### src/rtl/jsu_pkg.sv
// Shared types, codes and helpers for the JSON string unescape unit.
// No dependencies; used by rtl/json_string_unescape_utf8_unit.sv.
`default_nettype none

package jsu_pkg;

	// Most results one input byte can cause: four UTF-8 bytes and an error.
	localparam int MaxRes = 5;

	typedef enum logic [5:0] {
		PH_NORMAL   = 6'b000001,
		PH_ESC      = 6'b000010,
		PH_HEX1     = 6'b000100,
		PH_WANT_BSL = 6'b001000,
		PH_WANT_U   = 6'b010000,
		PH_HEX2     = 6'b100000
	} phase_t;

	typedef enum logic [1:0] {
		KIND_DATA = 2'd0,
		KIND_END  = 2'd1,
		KIND_ERR  = 2'd2
	} kind_t;

	typedef enum logic [2:0] {
		E_BAD_HEX    = 3'd0,
		E_BAD_ESC    = 3'd1,
		E_NO_LOW     = 3'd2,
		E_BAD_LOW    = 3'd3,
		E_LONE_LOW   = 3'd4,
		E_TRUNC_ESC  = 3'd5,
		E_TRUNC_UNI  = 3'd6,
		E_UNTERM     = 3'd7
	} err_t;

	typedef struct packed {
		kind_t      kind;
		logic [7:0] data;
		err_t       err;
	} result_t;

	typedef struct packed {
		logic [2:0]      len;
		logic [3:0][7:0] bytes;
	} utf8_t;

	// Characters of interest
	localparam logic [7:0] CH_QUOTE = 8'h22;
	localparam logic [7:0] CH_BSL   = 8'h5C;
	localparam logic [7:0] CH_SLASH = 8'h2F;
	localparam logic [7:0] CH_B     = 8'h62;
	localparam logic [7:0] CH_F     = 8'h66;
	localparam logic [7:0] CH_N     = 8'h6E;
	localparam logic [7:0] CH_R     = 8'h72;
	localparam logic [7:0] CH_T     = 8'h74;
	localparam logic [7:0] CH_U     = 8'h75;

	// Top six bits of a high (D800..DBFF) and a low (DC00..DFFF) surrogate
	localparam logic [5:0] HI_SURR_TAG = 6'h36;
	localparam logic [5:0] LO_SURR_TAG = 6'h37;
	localparam logic [20:0] SUPP_BASE  = 21'h10000;

	// Hex digit value; bit 4 set for a non-hex byte.
	function automatic logic [4:0] hex_value(input logic [7:0] b);
		logic [4:0] v;
		if (b >= 8'h30 && b <= 8'h39) begin
			v = {1'b0, b[3:0]};
		end else if ((b >= 8'h61 && b <= 8'h66) || (b >= 8'h41 && b <= 8'h46)) begin
			v = {1'b0, b[3:0] + 4'd9};
		end else begin
			v = 5'h10;
		end
		return v;
	endfunction

	function automatic utf8_t utf8_encode(input logic [20:0] cp);
		utf8_t u;
		u.bytes = '0;
		if (cp <= 21'h7F) begin
			u.len      = 3'd1;
			u.bytes[0] = {1'b0, cp[6:0]};
		end else if (cp <= 21'h7FF) begin
			u.len      = 3'd2;
			u.bytes[0] = {3'b110, cp[10:6]};
			u.bytes[1] = {2'b10, cp[5:0]};
		end else if (cp <= 21'hFFFF) begin
			u.len      = 3'd3;
			u.bytes[0] = {4'b1110, cp[15:12]};
			u.bytes[1] = {2'b10, cp[11:6]};
			u.bytes[2] = {2'b10, cp[5:0]};
		end else begin
			u.len      = 3'd4;
			u.bytes[0] = {5'b11110, cp[20:18]};
			u.bytes[1] = {2'b10, cp[17:12]};
			u.bytes[2] = {2'b10, cp[11:6]};
			u.bytes[3] = {2'b10, cp[5:0]};
		end
		return u;
	endfunction

endpackage

`default_nettype wire

### src/rtl/json_string_unescape_utf8_unit.sv
// JSON string body unescaper with UTF-8 output, top level.
// Depends on rtl/jsu_pkg.sv.
//
// Usage:
//   Input channel (in_valid / in_stall) carries one word per byte of a JSON
//   string body, starting after the opening quote, with end_of_line set on
//   the last byte of the line. Output channel (out_valid / out_stall) carries
//   one result word at a time: a decoded data byte, a string-closed marker or
//   an error code; last_of_run marks the final result caused by one input byte.
//   The first result of a byte is registered and visible the cycle after it
//   is accepted. One input byte per cycle is taken as long as each byte
//   yields at most one result and the receiver does not stall; a byte that
//   yields more than one result (a \u escape expanding to up to four UTF-8
//   bytes, plus a possible line-end error) holds in_stall high until its final
//   result leaves; the single result register drains a word each unstalled cycle.
//   Bytes that yield no result (escape prefixes, hex digits) add no stall.
//   A new byte is taken in the same cycle the last pending result leaves.
//   Reset puts the parser in the normal character phase and empties the
//   result register. When the receiver stalls, the pending result holds and
//   in_stall rises until the final result of the current byte is taken.
`default_nettype none

module json_string_unescape_utf8_unit (
	input  wire logic       clk,
	input  wire logic       arst_n,
	input  wire logic       in_valid,
	output logic            in_stall,
	input  wire logic [7:0] in_byte,
	input  wire logic       end_of_line,
	output logic            out_valid,
	input  wire logic       out_stall,
	output logic [1:0]      result_kind,
	output logic [7:0]      data_byte,
	output logic [2:0]      error_code,
	output logic            last_of_run
);

	// Parser state
	jsu_pkg::phase_t phase_q;
	logic [1:0]      hex_cnt_q;
	logic [15:0]     code_unit_q;
	logic [9:0]      hi_bits_q;
	logic            bad_hex_q;

	// Result bundle of the last accepted byte, drained one word per cycle unless the receiver stalls
	jsu_pkg::result_t bundle_s1 [jsu_pkg::MaxRes];
	logic [2:0]       cnt_q;
	logic [2:0]       pos_q;

	// Handshake
	logic in_fire, out_fire, drain_done;

	assign out_valid  = (cnt_q != 3'd0);
	assign last_of_run = (pos_q == cnt_q - 3'd1);
	assign out_fire   = out_valid && !out_stall;
	assign drain_done = out_fire && last_of_run;
	assign in_stall   = out_valid && !drain_done;
	assign in_fire    = in_valid && !in_stall;

	assign result_kind = bundle_s1[pos_q].kind;
	assign data_byte   = bundle_s1[pos_q].data;
	assign error_code  = bundle_s1[pos_q].err;

	// Decode of the current byte
	jsu_pkg::phase_t  nx_phase;
	logic [1:0]       nx_hex_cnt;
	logic [15:0]      nx_code_unit;
	logic [9:0]       nx_hi_bits;
	logic             nx_bad_hex;

	logic [4:0]       hv;
	logic             hbad;
	logic [15:0]      cu_new;
	logic             bad_new;
	logic [20:0]      pair_cp;
	logic [20:0]      cp_sel;
	jsu_pkg::utf8_t   utf8;

	logic [2:0]       nd;          // data bytes produced
	logic [3:0][7:0]  db;
	logic             has_ctl;     // one end or error result instead of data
	jsu_pkg::result_t ctl;
	logic             done;
	logic             restart;
	jsu_pkg::phase_t  rs_phase;

	jsu_pkg::result_t res_d [jsu_pkg::MaxRes];
	logic [2:0]       n_d;

	assign hv      = jsu_pkg::hex_value(in_byte);
	assign hbad    = hv[4];
	assign cu_new  = {code_unit_q[11:0], hbad ? 4'h0 : hv[3:0]};
	assign bad_new = bad_hex_q | hbad;
	// Surrogate pair: 0x10000 + (high bits << 10) + low bits
	assign pair_cp = jsu_pkg::SUPP_BASE + {1'b0, hi_bits_q, cu_new[9:0]};
	assign cp_sel  = (phase_q == jsu_pkg::PH_HEX2) ? pair_cp : {5'd0, cu_new};
	assign utf8    = jsu_pkg::utf8_encode(cp_sel);

	always_comb begin
		nx_phase     = phase_q;
		nx_hex_cnt   = hex_cnt_q;
		nx_code_unit = code_unit_q;
		nx_hi_bits   = hi_bits_q;
		nx_bad_hex   = bad_hex_q;
		nd           = 3'd0;
		db           = '0;
		has_ctl      = 1'b0;
		ctl          = '{kind: jsu_pkg::KIND_END, data: 8'h00, err: jsu_pkg::E_BAD_HEX};
		done         = 1'b0;
		restart      = 1'b0;
		rs_phase     = jsu_pkg::PH_NORMAL;

		unique case (phase_q)
			jsu_pkg::PH_ESC: begin
				case (in_byte)
					jsu_pkg::CH_QUOTE, jsu_pkg::CH_BSL, jsu_pkg::CH_SLASH: begin
						nd = 3'd1; db[0] = in_byte;
					end
					jsu_pkg::CH_B: begin nd = 3'd1; db[0] = 8'h08; end
					jsu_pkg::CH_F: begin nd = 3'd1; db[0] = 8'h0C; end
					jsu_pkg::CH_N: begin nd = 3'd1; db[0] = 8'h0A; end
					jsu_pkg::CH_R: begin nd = 3'd1; db[0] = 8'h0D; end
					jsu_pkg::CH_T: begin nd = 3'd1; db[0] = 8'h09; end
					jsu_pkg::CH_U: begin
						if (end_of_line) begin
							has_ctl = 1'b1; ctl.kind = jsu_pkg::KIND_ERR;
							ctl.err = jsu_pkg::E_TRUNC_UNI; done = 1'b1;
						end else begin
							restart = 1'b1; rs_phase = jsu_pkg::PH_HEX1;
						end
					end
					default: begin
						has_ctl = 1'b1; ctl.kind = jsu_pkg::KIND_ERR;
						ctl.err = jsu_pkg::E_BAD_ESC; done = 1'b1;
					end
				endcase
				// after a simple escape drop back to normal characters
				if (nd != 3'd0) begin
					restart = 1'b1;
				end
			end
			jsu_pkg::PH_HEX1, jsu_pkg::PH_HEX2: begin
				nx_code_unit = cu_new;
				nx_bad_hex   = bad_new;
				if (hex_cnt_q != 2'd3) begin
					// gather another digit; a line end here truncates the escape
					nx_hex_cnt = hex_cnt_q + 2'd1;
					if (end_of_line) begin
						has_ctl = 1'b1; ctl.kind = jsu_pkg::KIND_ERR;
						ctl.err = jsu_pkg::E_TRUNC_UNI; done = 1'b1;
					end
				end else if (bad_new) begin
					has_ctl = 1'b1; ctl.kind = jsu_pkg::KIND_ERR;
					ctl.err = jsu_pkg::E_BAD_HEX; done = 1'b1;
				end else if (phase_q == jsu_pkg::PH_HEX2) begin
					if (cu_new[15:10] != jsu_pkg::LO_SURR_TAG) begin
						has_ctl = 1'b1; ctl.kind = jsu_pkg::KIND_ERR;
						ctl.err = jsu_pkg::E_BAD_LOW; done = 1'b1;
					end else begin
						nd = utf8.len; db = utf8.bytes; restart = 1'b1;
					end
				end else if (cu_new[15:10] == jsu_pkg::HI_SURR_TAG) begin
					if (end_of_line) begin
						has_ctl = 1'b1; ctl.kind = jsu_pkg::KIND_ERR;
						ctl.err = jsu_pkg::E_NO_LOW; done = 1'b1;
					end else begin
						nx_hi_bits = cu_new[9:0];
						restart    = 1'b1;
						rs_phase   = jsu_pkg::PH_WANT_BSL;
					end
				end else if (cu_new[15:10] == jsu_pkg::LO_SURR_TAG) begin
					has_ctl = 1'b1; ctl.kind = jsu_pkg::KIND_ERR;
					ctl.err = jsu_pkg::E_LONE_LOW; done = 1'b1;
				end else begin
					nd = utf8.len; db = utf8.bytes; restart = 1'b1;
				end
			end
			jsu_pkg::PH_WANT_BSL: begin
				if (in_byte != jsu_pkg::CH_BSL || end_of_line) begin
					has_ctl = 1'b1; ctl.kind = jsu_pkg::KIND_ERR;
					ctl.err = jsu_pkg::E_NO_LOW; done = 1'b1;
				end else begin
					nx_phase = jsu_pkg::PH_WANT_U;
				end
			end
			jsu_pkg::PH_WANT_U: begin
				if (in_byte != jsu_pkg::CH_U) begin
					has_ctl = 1'b1; ctl.kind = jsu_pkg::KIND_ERR;
					ctl.err = jsu_pkg::E_NO_LOW; done = 1'b1;
				end else if (end_of_line) begin
					has_ctl = 1'b1; ctl.kind = jsu_pkg::KIND_ERR;
					ctl.err = jsu_pkg::E_TRUNC_UNI; done = 1'b1;
				end else begin
					restart = 1'b1; rs_phase = jsu_pkg::PH_HEX2;
				end
			end
			default: begin
				// normal character phase
				if (in_byte == jsu_pkg::CH_QUOTE) begin
					has_ctl = 1'b1; ctl.kind = jsu_pkg::KIND_END; done = 1'b1;
				end else if (in_byte == jsu_pkg::CH_BSL) begin
					if (end_of_line) begin
						has_ctl = 1'b1; ctl.kind = jsu_pkg::KIND_ERR;
						ctl.err = jsu_pkg::E_TRUNC_ESC; done = 1'b1;
					end else begin
						nx_phase = jsu_pkg::PH_ESC;
					end
				end else begin
					nd = 3'd1; db[0] = in_byte; restart = 1'b1;
				end
			end
		endcase

		// data on the last byte of the line means the string never closed
		if (nd != 3'd0 && end_of_line) begin
			done = 1'b1;
		end
		if (done) begin
			restart  = 1'b1;
			rs_phase = jsu_pkg::PH_NORMAL;
		end
		if (restart) begin
			nx_phase     = rs_phase;
			nx_hex_cnt   = 2'd0;
			nx_code_unit = 16'h0000;
			nx_bad_hex   = 1'b0;
		end
	end

	// Assemble the result words: data bytes, then an unterminated error if
	// the line ended; or a single end / error word.
	always_comb begin
		for (int i = 0; i < jsu_pkg::MaxRes; i++) begin
			res_d[i] = '{kind: jsu_pkg::KIND_ERR, data: 8'h00, err: jsu_pkg::E_UNTERM};
			if (i < 4 && 3'(i) < nd) begin
				res_d[i] = '{kind: jsu_pkg::KIND_DATA, data: db[i[1:0]],
				             err: jsu_pkg::E_BAD_HEX};
			end
		end
		if (nd == 3'd0) begin
			res_d[0] = ctl;
			n_d      = has_ctl ? 3'd1 : 3'd0;
		end else begin
			n_d = nd + {2'b00, end_of_line};
		end
	end

	// Parser state and drain control
	always_ff @(posedge clk or negedge arst_n) begin
		if (!arst_n) begin
			phase_q     <= jsu_pkg::PH_NORMAL;
			hex_cnt_q   <= 2'd0;
			code_unit_q <= 16'h0000;
			hi_bits_q   <= 10'h000;
			bad_hex_q   <= 1'b0;
			cnt_q       <= 3'd0;
			pos_q       <= 3'd0;
		end else begin
			if (in_fire) begin
				phase_q     <= nx_phase;
				hex_cnt_q   <= nx_hex_cnt;
				code_unit_q <= nx_code_unit;
				hi_bits_q   <= nx_hi_bits;
				bad_hex_q   <= nx_bad_hex;
				cnt_q       <= n_d;
				pos_q       <= 3'd0;
			end else if (drain_done) begin
				cnt_q <= 3'd0;
				pos_q <= 3'd0;
			end else if (out_fire) begin
				pos_q <= pos_q + 3'd1;
			end
		end
	end

	// Result payload, loaded on acceptance
	always_ff @(posedge clk) begin
		if (in_fire) begin
			for (int i = 0; i < jsu_pkg::MaxRes; i++) begin
				bundle_s1[i] <= res_d[i];
			end
		end
	end

endmodule

`default_nettype wire
### config.mk
export PLATFORM = sky130hd
export DESIGN_NAME = json_string_unescape_utf8_unit
export DESIGN_NICKNAME = d
export VERILOG_FILES = /design/src/rtl/jsu_pkg.sv /design/src/rtl/json_string_unescape_utf8_unit.sv
export SDC_FILE = /design/constraint.sdc
export NUM_CORES = 1
export LEC_CHECK = 0
export BUFFER_PORTS_ARGS = -buffer_cell sky130_fd_sc_hd__buf_4
export CAP_MARGIN = 20
export CORE_ASPECT_RATIO = 0.5
export CORE_MARGIN = 2
export CORE_UTILIZATION = 28
export DETAILED_ROUTE_END_ITERATION = 8
export GPL_ROUTABILITY_DRIVEN = 0
export PLACE_DENSITY = 0.47
export SETUP_SLACK_MARGIN = 0.2
export SLEW_MARGIN = 5
export SYNTH_ARGS = -nofsm -noshare
export SYNTH_HDL_FRONTEND = slang
export SYNTH_SLANG_ARGS = --single-unit
export TNS_END_PERCENT = 50
### constraint.sdc
create_clock -name clk -period 3.91 [get_ports clk]
set_input_delay 0.1955 -clock clk [delete_from_list [all_inputs] [get_ports clk]]
set_output_delay 0.1955 -clock clk [all_outputs]
set_load 0.1 [all_outputs]
==> results of run 1 <==
==> critical path, cell delays in order (launching register included) <==
cell and delay (ps):
dfrtp_1 470, nor4_4 460, and2_1 490, mux2_2 450
nor4b_4 260, buf_4 200, nor2_1 50, o21ai_0 180
ha_1 170, ha_1 160, nor3_1 60, a21oi_1 140
o21ai_0 90
==> metrics by stage <==
stage                     area (um2)  setup slack [ps]  std cells
after global placement          5184             734.9        708
after global routing            5504             309.1        725
after floorplan                 4713             455.0        465
after CTS                       5504             617.6        725
after detailed placement        5184             631.6        708
final                           5504             585.5        725
==> sequential cells by signal (all words and copies together) (netlist names) <==
name and cells:
bad_hex_q 1, bundle_s1 37, cnt_q 3, code_unit_q 12, hex_cnt_q 2, hi_bits_q 10
phase_q 6, pos_q 3
==> cells by family (layout without fill, tap and decap cells) <==
kind of cell    count (synthesis)  in the layout  share of synthesized area
buf+inv                        35             68                    0.03323
simple gates                  192            192                     0.2270
fa+ha+maj                      11             11                    0.02924
xor+xnor                        8              8                    0.01489
flops                          74             74                     0.4330
compound gates                119            119                     0.1855
mux                            26             26                    0.07709
==> final cells by class <==
type                    count  area share
clock inverters             4    0.005683
inverters                  14    0.009548
multi-input cells         356      0.4576
well taps                 227     0.05160
repair buffers             38     0.05456
clock buffers              12     0.05069
flip-flops and latches     74      0.3703
==> layer usage <==
layer | part of all wire | up-vias
li1 | - | 1819
met1 | 0.53 | 1790
met2 | 0.42 | 101
met3 | 0.047 | 11
met4 | 0.0099 | 0
met5 | 0 | -
==> cells in the final DEF (no fill, tap or decap), types with 4 or more instances in the layout <==
cell,count
edfxtp_1,37
dfrtp_1,36
a21o_1,8
nand4_1,7
and2_1,14
inv_1,13
a22o_1,15
nor2_1,33
nor4_1,4
xnor2_1,5
ha_1,11
mux2_2,12
mux2i_1,7
or3_1,4
a221oi_1,4
nor2b_1,13
clkbuf_16,11
nand3b_1,4
nor3b_1,4
nor3_1,8
a31oi_1,4
nand3_1,14
o21ai_0,21
nand2_1,55
and3_1,6
buf_4,36
mux4_2,7
a21oi_1,27
==> timing repair <==
action / in CTS / in global routing
endpoints found under the hold margin: 36 / 0
hold buffers: 1 / 0
resized for setup: 0 / 0
==> path summary, 6_finish.rpt <==
check                      slack [ps]         end
hold reg to reg                   500    cnt_q[1]
setup / recovery                  590    cnt_q[2]
max in group asynchronous        3150  phase_q[0]
min in group asynchronous         370    pos_q[1]
setup reg to reg                  590    cnt_q[2]
hold / removal                    200    pos_q[2]
==> where the power goes <==
| group | total (W) | leakage (nW) | switching, W | internal (W) |
|---|---|---|---|---|
| Combinational | 0.00184 | 1.17 | 0.00138 | 0.000452 |
| Clock | 0.000838 | 0.150 | 0.000328 | 0.000510 |
| Sequential | 0.00106 | 0.851 | 0.0000822 | 0.000973 |
| Total | 0.00373 | 2.17 | 0.00179 | 0.00194 |
==> impl_metrics.toml, run 1 <==
[final_layout]
regArea_um2 = 2038
drive_gt1_frac = 0.1807
nets = 517
multiInputGateArea_um2 = 2519
fillers = 1663
antenna_cells = 0
final_core_util = 0.3358
area_growth_pct = 16.93

[yosys]
syn_nets = 489
synth_area_um2 = 4707
syn_area_per_cell_um2 = 10.12
yosys_warnings = 0
synth_edf_count = 37
synth.ff_latch_count = 74
yosys.area.top_type = "edfxtp_1"
ys_seq_area_frac = 0.4330
ys_top_cells_by_count = "nand2_1, edfxtp_1, dfrtp_1"
synth.distinct_cells = 77
synth.top_cell.area_share = 0.2360
ys_top_cells_by_area = "edfxtp_1, dfrtp_1, nand2_1"
postSynthCellCount = 465
async_flop_share = 0.5000
synth.most_common_cell = "nand2_1"
synthFlopType = "edfxtp_1"

[die]
die_area_um2 = 17930
io_pins = 29
rows = 33
fp.dieW_um = 187.4
start_util = 0.2872
fp.coreArea_um2 = 16390
fp.dieH_um = 95.68

[sta]
relSlewSlack = 0.4498
whs_ps = 198.9
final_hold_viol_count = 0
tns_ps = 0
setup_viol = 0
fmaxAchievable_mhz = 300.8
min_period_ps = 3324
skew_ps = 8.090
min_period_over_period = 0.8502
rsz0062_at_grt = "false"
drv_slew = 0
worstMarginPinSlew_ps = 825.3

[global_route]
gr-usage-met1 = 0.2343
grt_overflow = 0
grt_max_degree = 40
grt_antenna_before_repair = 0
grt.total_usage = 0.1560
grt_pass1_vias = 3513
grt_pass1_wl_um = 21130
busiest_layer = "met1"
met2_usage = 0.2283
use_met3 = 0.02981

[min_path]
hold_class = "in -> reg"
hold-path-cell-count = 4
hp-start = "in_valid"

[clock_network]
numCtsBuffers = 9
h-tree-depth = 3
post_cts_buffers = 0
cts_sinks = 74
path_clk_slew_ps = 60
insertion_delay_ps = 340
cts_root_buffer = "clkbuf_16"
cts_tree = "built"
cts.path.max_buffers = 2

[drt]
wl_um = 13090
drt_iter0_drc = 352
via_per_inst = 5.132
firstDrtPassIters = 5
via_count = 3721
avgRoutedWirePerCell_um = 18.05
drcViolationCount = 0
ant_nets = 0

[setup_path]
reg2reg_from = "phase_q[1]"
cp_max_fo = 13
required_ps = 4100
path_class = "reg -> reg"
arrival_ps = 3510
cp-startpoint = "phase_q[1]"
crit_path_end_kind = "register"
cp-start-kind = "register"
worst-r2r-cell-count = 12

[outcome]
status = "finished clean"

[job]
cap_viol_max_count = 0

[place]
dp_hpwl_um = 9580
port_buffers = 28

[pwr]
ir_worst_vdd_mv = 0.6107
p_leak_nw = 2.168
p_per_area_nw_per_um2 = 677.5
totalPowerFinal_w = 0.003729
(Power assumes the default switching activity.)
==> run 2, diff against run 1 <==
==> constraint.sdc (replaced) <==
create_clock -name clk -period 3.91 [get_ports clk]
set_input_delay 0.782 -clock clk [delete_from_list [all_inputs] [get_ports clk]]
set_output_delay 0.782 -clock clk [all_outputs]
set_load 0.1 [all_outputs]
==> run 2 against run 1 <==
  * Hold slack better by 220 ps
  * Core utilization up 0.42 points
  * Cell count grew 1.4%
  * Die area unchanged
  * Count of clock-buffer cells in the layout fell by 2
  * Critical path type unchanged
  * Largest power group unchanged
  * Highest routed layer unchanged
==> impl_metrics.toml, run 2 (synthesis results as in run 1) <==
[outcome]
status = "finished clean"

[pwr]
power.switching_w = 0.001796
ir_worst_vdd_mv = 0.6464
seqPwrFrac = 0.268
p_leak_nw = 2.217
p_per_area_nw_per_um2 = 681.3
pwr-share-comb = 0.498
totalPowerFinal_w = 0.003797
internal_power_w = 0.002001
sw_frac_of_total = 0.4731
clock_power_share = 0.234

[sta]
setup_viol = 0
rsz0062_at_grt = "false"
drv_slew = 0
whs_ps = 417.9
min_period_ps = 3293
tns_ps = 0
fmaxAchievable_mhz = 303.7
min_period_over_period = 0.8421
relSlewSlack = 0.5407
final_hold_viol_count = 0
worstMarginPinSlew_ps = 689.0
worst_slack_ps = 617.2
skew_ps = 10.68

[drt]
avgRoutedWirePerCell_um = 17.86
firstDrtPassIters = 7
wl_um = 13130
drcViolationCount = 0
ant_nets = 0
via_count = 3895
drt_iter0_drc = 281
via_per_inst = 5.299

[job]
cap_viol_max_count = 0

[final_layout]
top_register = "bundle_s1"
final_core_util = 0.3400
reg.largest.list = "bundle_s1 (37), code_unit_q (12), hi_bits_q (10)"
drive_gt1_frac = 0.1988
area_growth_pct = 18.39
antenna_cells = 0
layout_common_cells = "nand2_1, buf_4, edfxtp_1"
largest_register_ffs = 37
final_common_cell = "nand2_1"
nets = 527

[die]
fp.coreArea_um2 = 16390
start_util = 0.2872
die_area_um2 = 17930
fp.dieW_um = 187.4
fp.dieH_um = 95.68
io_pins = 29
rows = 33

[setup_path]
cpMaxStageDelayCell = "and2_1"
crit_top_cell = "nor3_1"
reg2reg_from = "phase_q[1]"
r2r_slack_ps = 620
reg2reg_to = "cnt_q[2]"
path_delay_family = "simple AND/OR/NAND/NOR gates"
arrival_ps = 3540
cp-start-kind = "register"
cpPeakStageDelay_ps = 480
worst-r2r-cell-count = 11
cp_max_fo = 13
cp_num_buf_inv = 1
path_cells = "nor4_4, and2_1, mux2_2, nor4b_4, buf_4, or2_0, nor3_1, ha_1, nor3_1, a21oi_1, o21ai_0"
crit_path_end_kind = "register"
path_class = "reg -> reg"
cp-startpoint = "phase_q[1]"
required_ps = 4150

[place]
dp_hpwl_um = 9852
post-place-ws_ps = 475.1
port_buffers = 28

[clock_network]
cts_resized = 0
cts_tree = "built"
path_clk_slew_ps = 60
cts_sinks = 74
h-tree-depth = 3
insertion_delay_ps = 340
post_cts_buffers = 0
numCtsBuffers = 9
cts.path.max_buffers = 2
cts_root_buffer = "clkbuf_16"
cts_hold_buf = 0

[min_path]
hold_class = "in -> async"

[global_route]
grt.total_usage = 0.1540
grt_pass1_vias = 3683
grt_antenna_before_repair = 0
grt_overflow = 0
grt_max_degree = 43
grt_pass1_wl_um = 21090
## run 2: cell types whose count changed in the layout (fill, tap and decap cells not counted), sizes merged
cell         before  now
dlygate4sd3       1    0
bufinv            0    2
clkbuf           12   10
buf              37   48
## run 2: layout make-up
class,instances,area (um2)
Clock buffer,10,229.0
Multi-Input combinational cell,356,2519
Inverter,14,52.55
Sequential cell,74,2038
Fill cell,1667,10820
Timing Repair Buffer,48,360.3
Clock inverter,6,90.09
Tap cell,227,284.0
## run 2: per-stage QoR
step | cell area, um2 | cells
after detailed placement | 5254 | 719
after floorplan | 4713 | 465
after global routing | 5573 | 735
after global placement | 5254 | 719
after CTS | 5573 | 735
final | 5573 | 735
## run 2: how the worst max path moves through the flow
| stage | end | cells past startpoint |
|---|---|---|
| after detailed placement | cnt_q[2] | 13 |
| after CTS | cnt_q[2] | 11 |
| final | cnt_q[2] | 11 |
| after global placement | hex_cnt_q[0] | 11 |
| after global routing | cnt_q[2] | 12 |
| after floorplan | code_unit_q[7] | 11 |
## run 2: per-layer routing
metal | global-route usage | vias to the layer above | routed length, um
li1 | - | 1830 | -
met1 | 0.2230 | 1942 | 6573
met2 | 0.2357 | 109 | 5558
met3 | 0.02908 | 14 | 840
met4 | 0.03968 | 0 | 157
met5 | 0 | - | 0
## run 2: power by group through the flow
stage          Sequential (W)  Clock [W]  Combinational (W)
2_1_floorplan         0.00103          0            0.00153
3_3_place_gp          0.00103          0            0.00191
3_5_place_dp          0.00104          0            0.00190
4_1_cts               0.00102   0.000909            0.00191
5_1_grt               0.00103   0.000940            0.00198
6_report              0.00102   0.000888            0.00189
==> run 3, diff against run 2 <==
PLACE_DENSITY = 0.48   (was 0.47)
clock period = 2.9 ns   (was 3.91 ns; I/O delays follow)
==> run 3 against run 2 <==
  * Count of clock-buffer cells in the layout down 1
  * Clock power increased by 26%
  * Hold slack lost 210 ps
  * Register-to-register slack lost 400 ps
  * Critical endpoint unchanged
  * Clock skew up 2.6 ps
  * Highest routed layer unchanged
  * Routed wire length up 5.4%
  * Worst setup slack worse by 400 ps
  * Sequential share of layout area is 2.6 points lower
  * Maximum frequency is 23% higher
  * Power grew 37%
==> impl_metrics.toml, run 3 (synthesis results as in run 1) <==
[setup_path]
path_class = "reg -> reg"
cpPeakStageDelay_ps = 570
reg2reg_from = "phase_q[0]"
crit_path_end_kind = "register"
path_delay_family = "compound AO/OA/AOI/OAI gates"
r2r_slack_ps = 220
path_cells = "nor4_4, buf_4, and2_4, buf_6, a2111oi_4, nor4b_4, nor2_2, o21ai_2, ha_2, ha_4, o21a_1, a21oi_1, o21ai_1"
cp-startpoint = "phase_q[0]"
required_ps = 3160
cp-start-kind = "register"
cp_num_buf_inv = 2
cpMaxStageDelayCell = "dfstp_2"
cp_max_fo = 8
arrival_ps = 2940

[die]
die_area_um2 = 17930
io_pins = 29
rows = 33
fp.coreArea_um2 = 16390
start_util = 0.2872
fp.dieW_um = 187.4
fp.dieH_um = 95.68

[clock_network]
path_clk_slew_ps = 60
cts_root_buffer = "clkbuf_16"
cts_tree = "built"
cts_hold_buf = 0
cts_sinks = 74
h-tree-depth = 3
numCtsBuffers = 9
insertion_delay_ps = 350
cts.path.max_buffers = 2

[final_layout]
multiInputGateArea_um2 = 2668
drive_gt1_frac = 0.2921
largest_register_ffs = 37
top_register = "bundle_s1"
regArea_um2 = 2038
final_common_cell = "buf_4"
final_cells = 768
postLayoutCellArea_um2 = 6003
layout_common_cells = "buf_4, nand2_1, edfxtp_1"
nets = 560
antenna_cells = 0
fillers = 1645
reg.largest.list = "bundle_s1 (37), code_unit_q (12), hi_bits_q (10)"
area_growth_pct = 27.54

[sta]
setup_viol = 0
final_hold_viol_count = 0
drv_slew = 0
whs_ps = 212.4
relSlewSlack = 0.6071
fmaxAchievable_mhz = 372.6
worstMarginPinSlew_ps = 583.2
tns_ps = 0
skew_ps = 13.25
min_period_ps = 2684
min_period_over_period = 0.9254
worst_slack_ps = 216.2
rsz0062_at_grt = "true"

[place]
post-place-ws_ps = 55.39
port_buffers = 28
placed_area_um2 = 5602
dp_hpwl_um = 10310
place_inst = 748

[job]
cap_viol_max_count = 0

[pwr]
pwr-share-comb = 0.521
sw_frac_of_total = 0.4800
internal_power_w = 0.002712
clock_power_share = 0.215
seqPwrFrac = 0.264
power.switching_w = 0.002503
p_leak_nw = 2.403
ir_worst_vdd_mv = 0.8127
p_per_area_nw_per_um2 = 868.7

[drt]
ant_nets = 0
drcViolationCount = 0
firstDrtPassIters = 5
drt_iter0_drc = 265
avgRoutedWirePerCell_um = 18.02
via_per_inst = 5.182
wl_um = 13840
via_count = 3980

[global_route]
grt_overflow = 0
grt_max_degree = 38
grt_pass1_wl_um = 21970
grt_antenna_before_repair = 0
grt.total_usage = 0.1604
grt_pass1_vias = 3819

[outcome]
status = "finished clean"

[min_path]
hold_class = "in -> async"
run 3: repair_timing:
item	4_1_cts	5_1_grt
setup endpoints to repair	5	35
gates resized for setup	2	14
pin swaps	0	9
buffers inserted	0	4
hold endpoints to repair	0	0
run 3: worst paths after layout:
kind	endpoint	cells after the start
max	cnt_q[2]	13
min	cnt_q[1]	1
max reg2reg	cnt_q[2]	13
min reg2reg	hex_cnt_q[1]	1
max in group asynchronous	phase_q[0]	1
min in group clk	hex_cnt_q[1]	1
run 3: layout make-up:
type | count | area share
Tap cell | 227 | 0.04731
Inverter | 14 | 0.01271
Sequential cell | 74 | 0.3395
Multi-Input combinational cell | 356 | 0.4444
Clock buffer | 9 | 0.03752
Clock inverter | 7 | 0.01251
Timing Repair Buffer | 81 | 0.1061
run 3: layer usage:
layer | up-vias | track usage | part of all wire
met4 | 0 | 0.04563 | 0.0084
met3 | 9 | 0.02797 | 0.056
met5 | - | 0 | 0
met1 | 1955 | 0.2362 | 0.51
li1 | 1890 | - | -
met2 | 126 | 0.2401 | 0.43
run 3: worst reg2reg max path: stages, from the launching register on:
cell       delay [ps]
dfstp_2           570
nor4_4             60
buf_4             150
and2_4            190
buf_6             140
a2111oi_4         300
nor4b_4           330
nor2_2             70
o21ai_2           140
ha_2              200
ha_4              120
o21a_1            110
a21oi_1            60
o21ai_1           140
run 3: through the flow:
stage,power (W),util
finish,0.005215,0.3662
global route,0.005441,0.3662
CTS,0.005235,0.3604
detailed placement,0.004100,0.3417
global placement,0.004101,0.3417
floorplan,0.003576,-
run 3: power by group through the flow:
stage	Combinational, W	Clock, W	Sequential, W
finish	0.00272	0.00112	0.00138
global route	0.00286	0.00119	0.00139
CTS	0.00271	0.00115	0.00138
detailed placement	0.00270	0	0.00140
global placement	0.00270	0	0.00140
floorplan	0.00219	0	0.00138
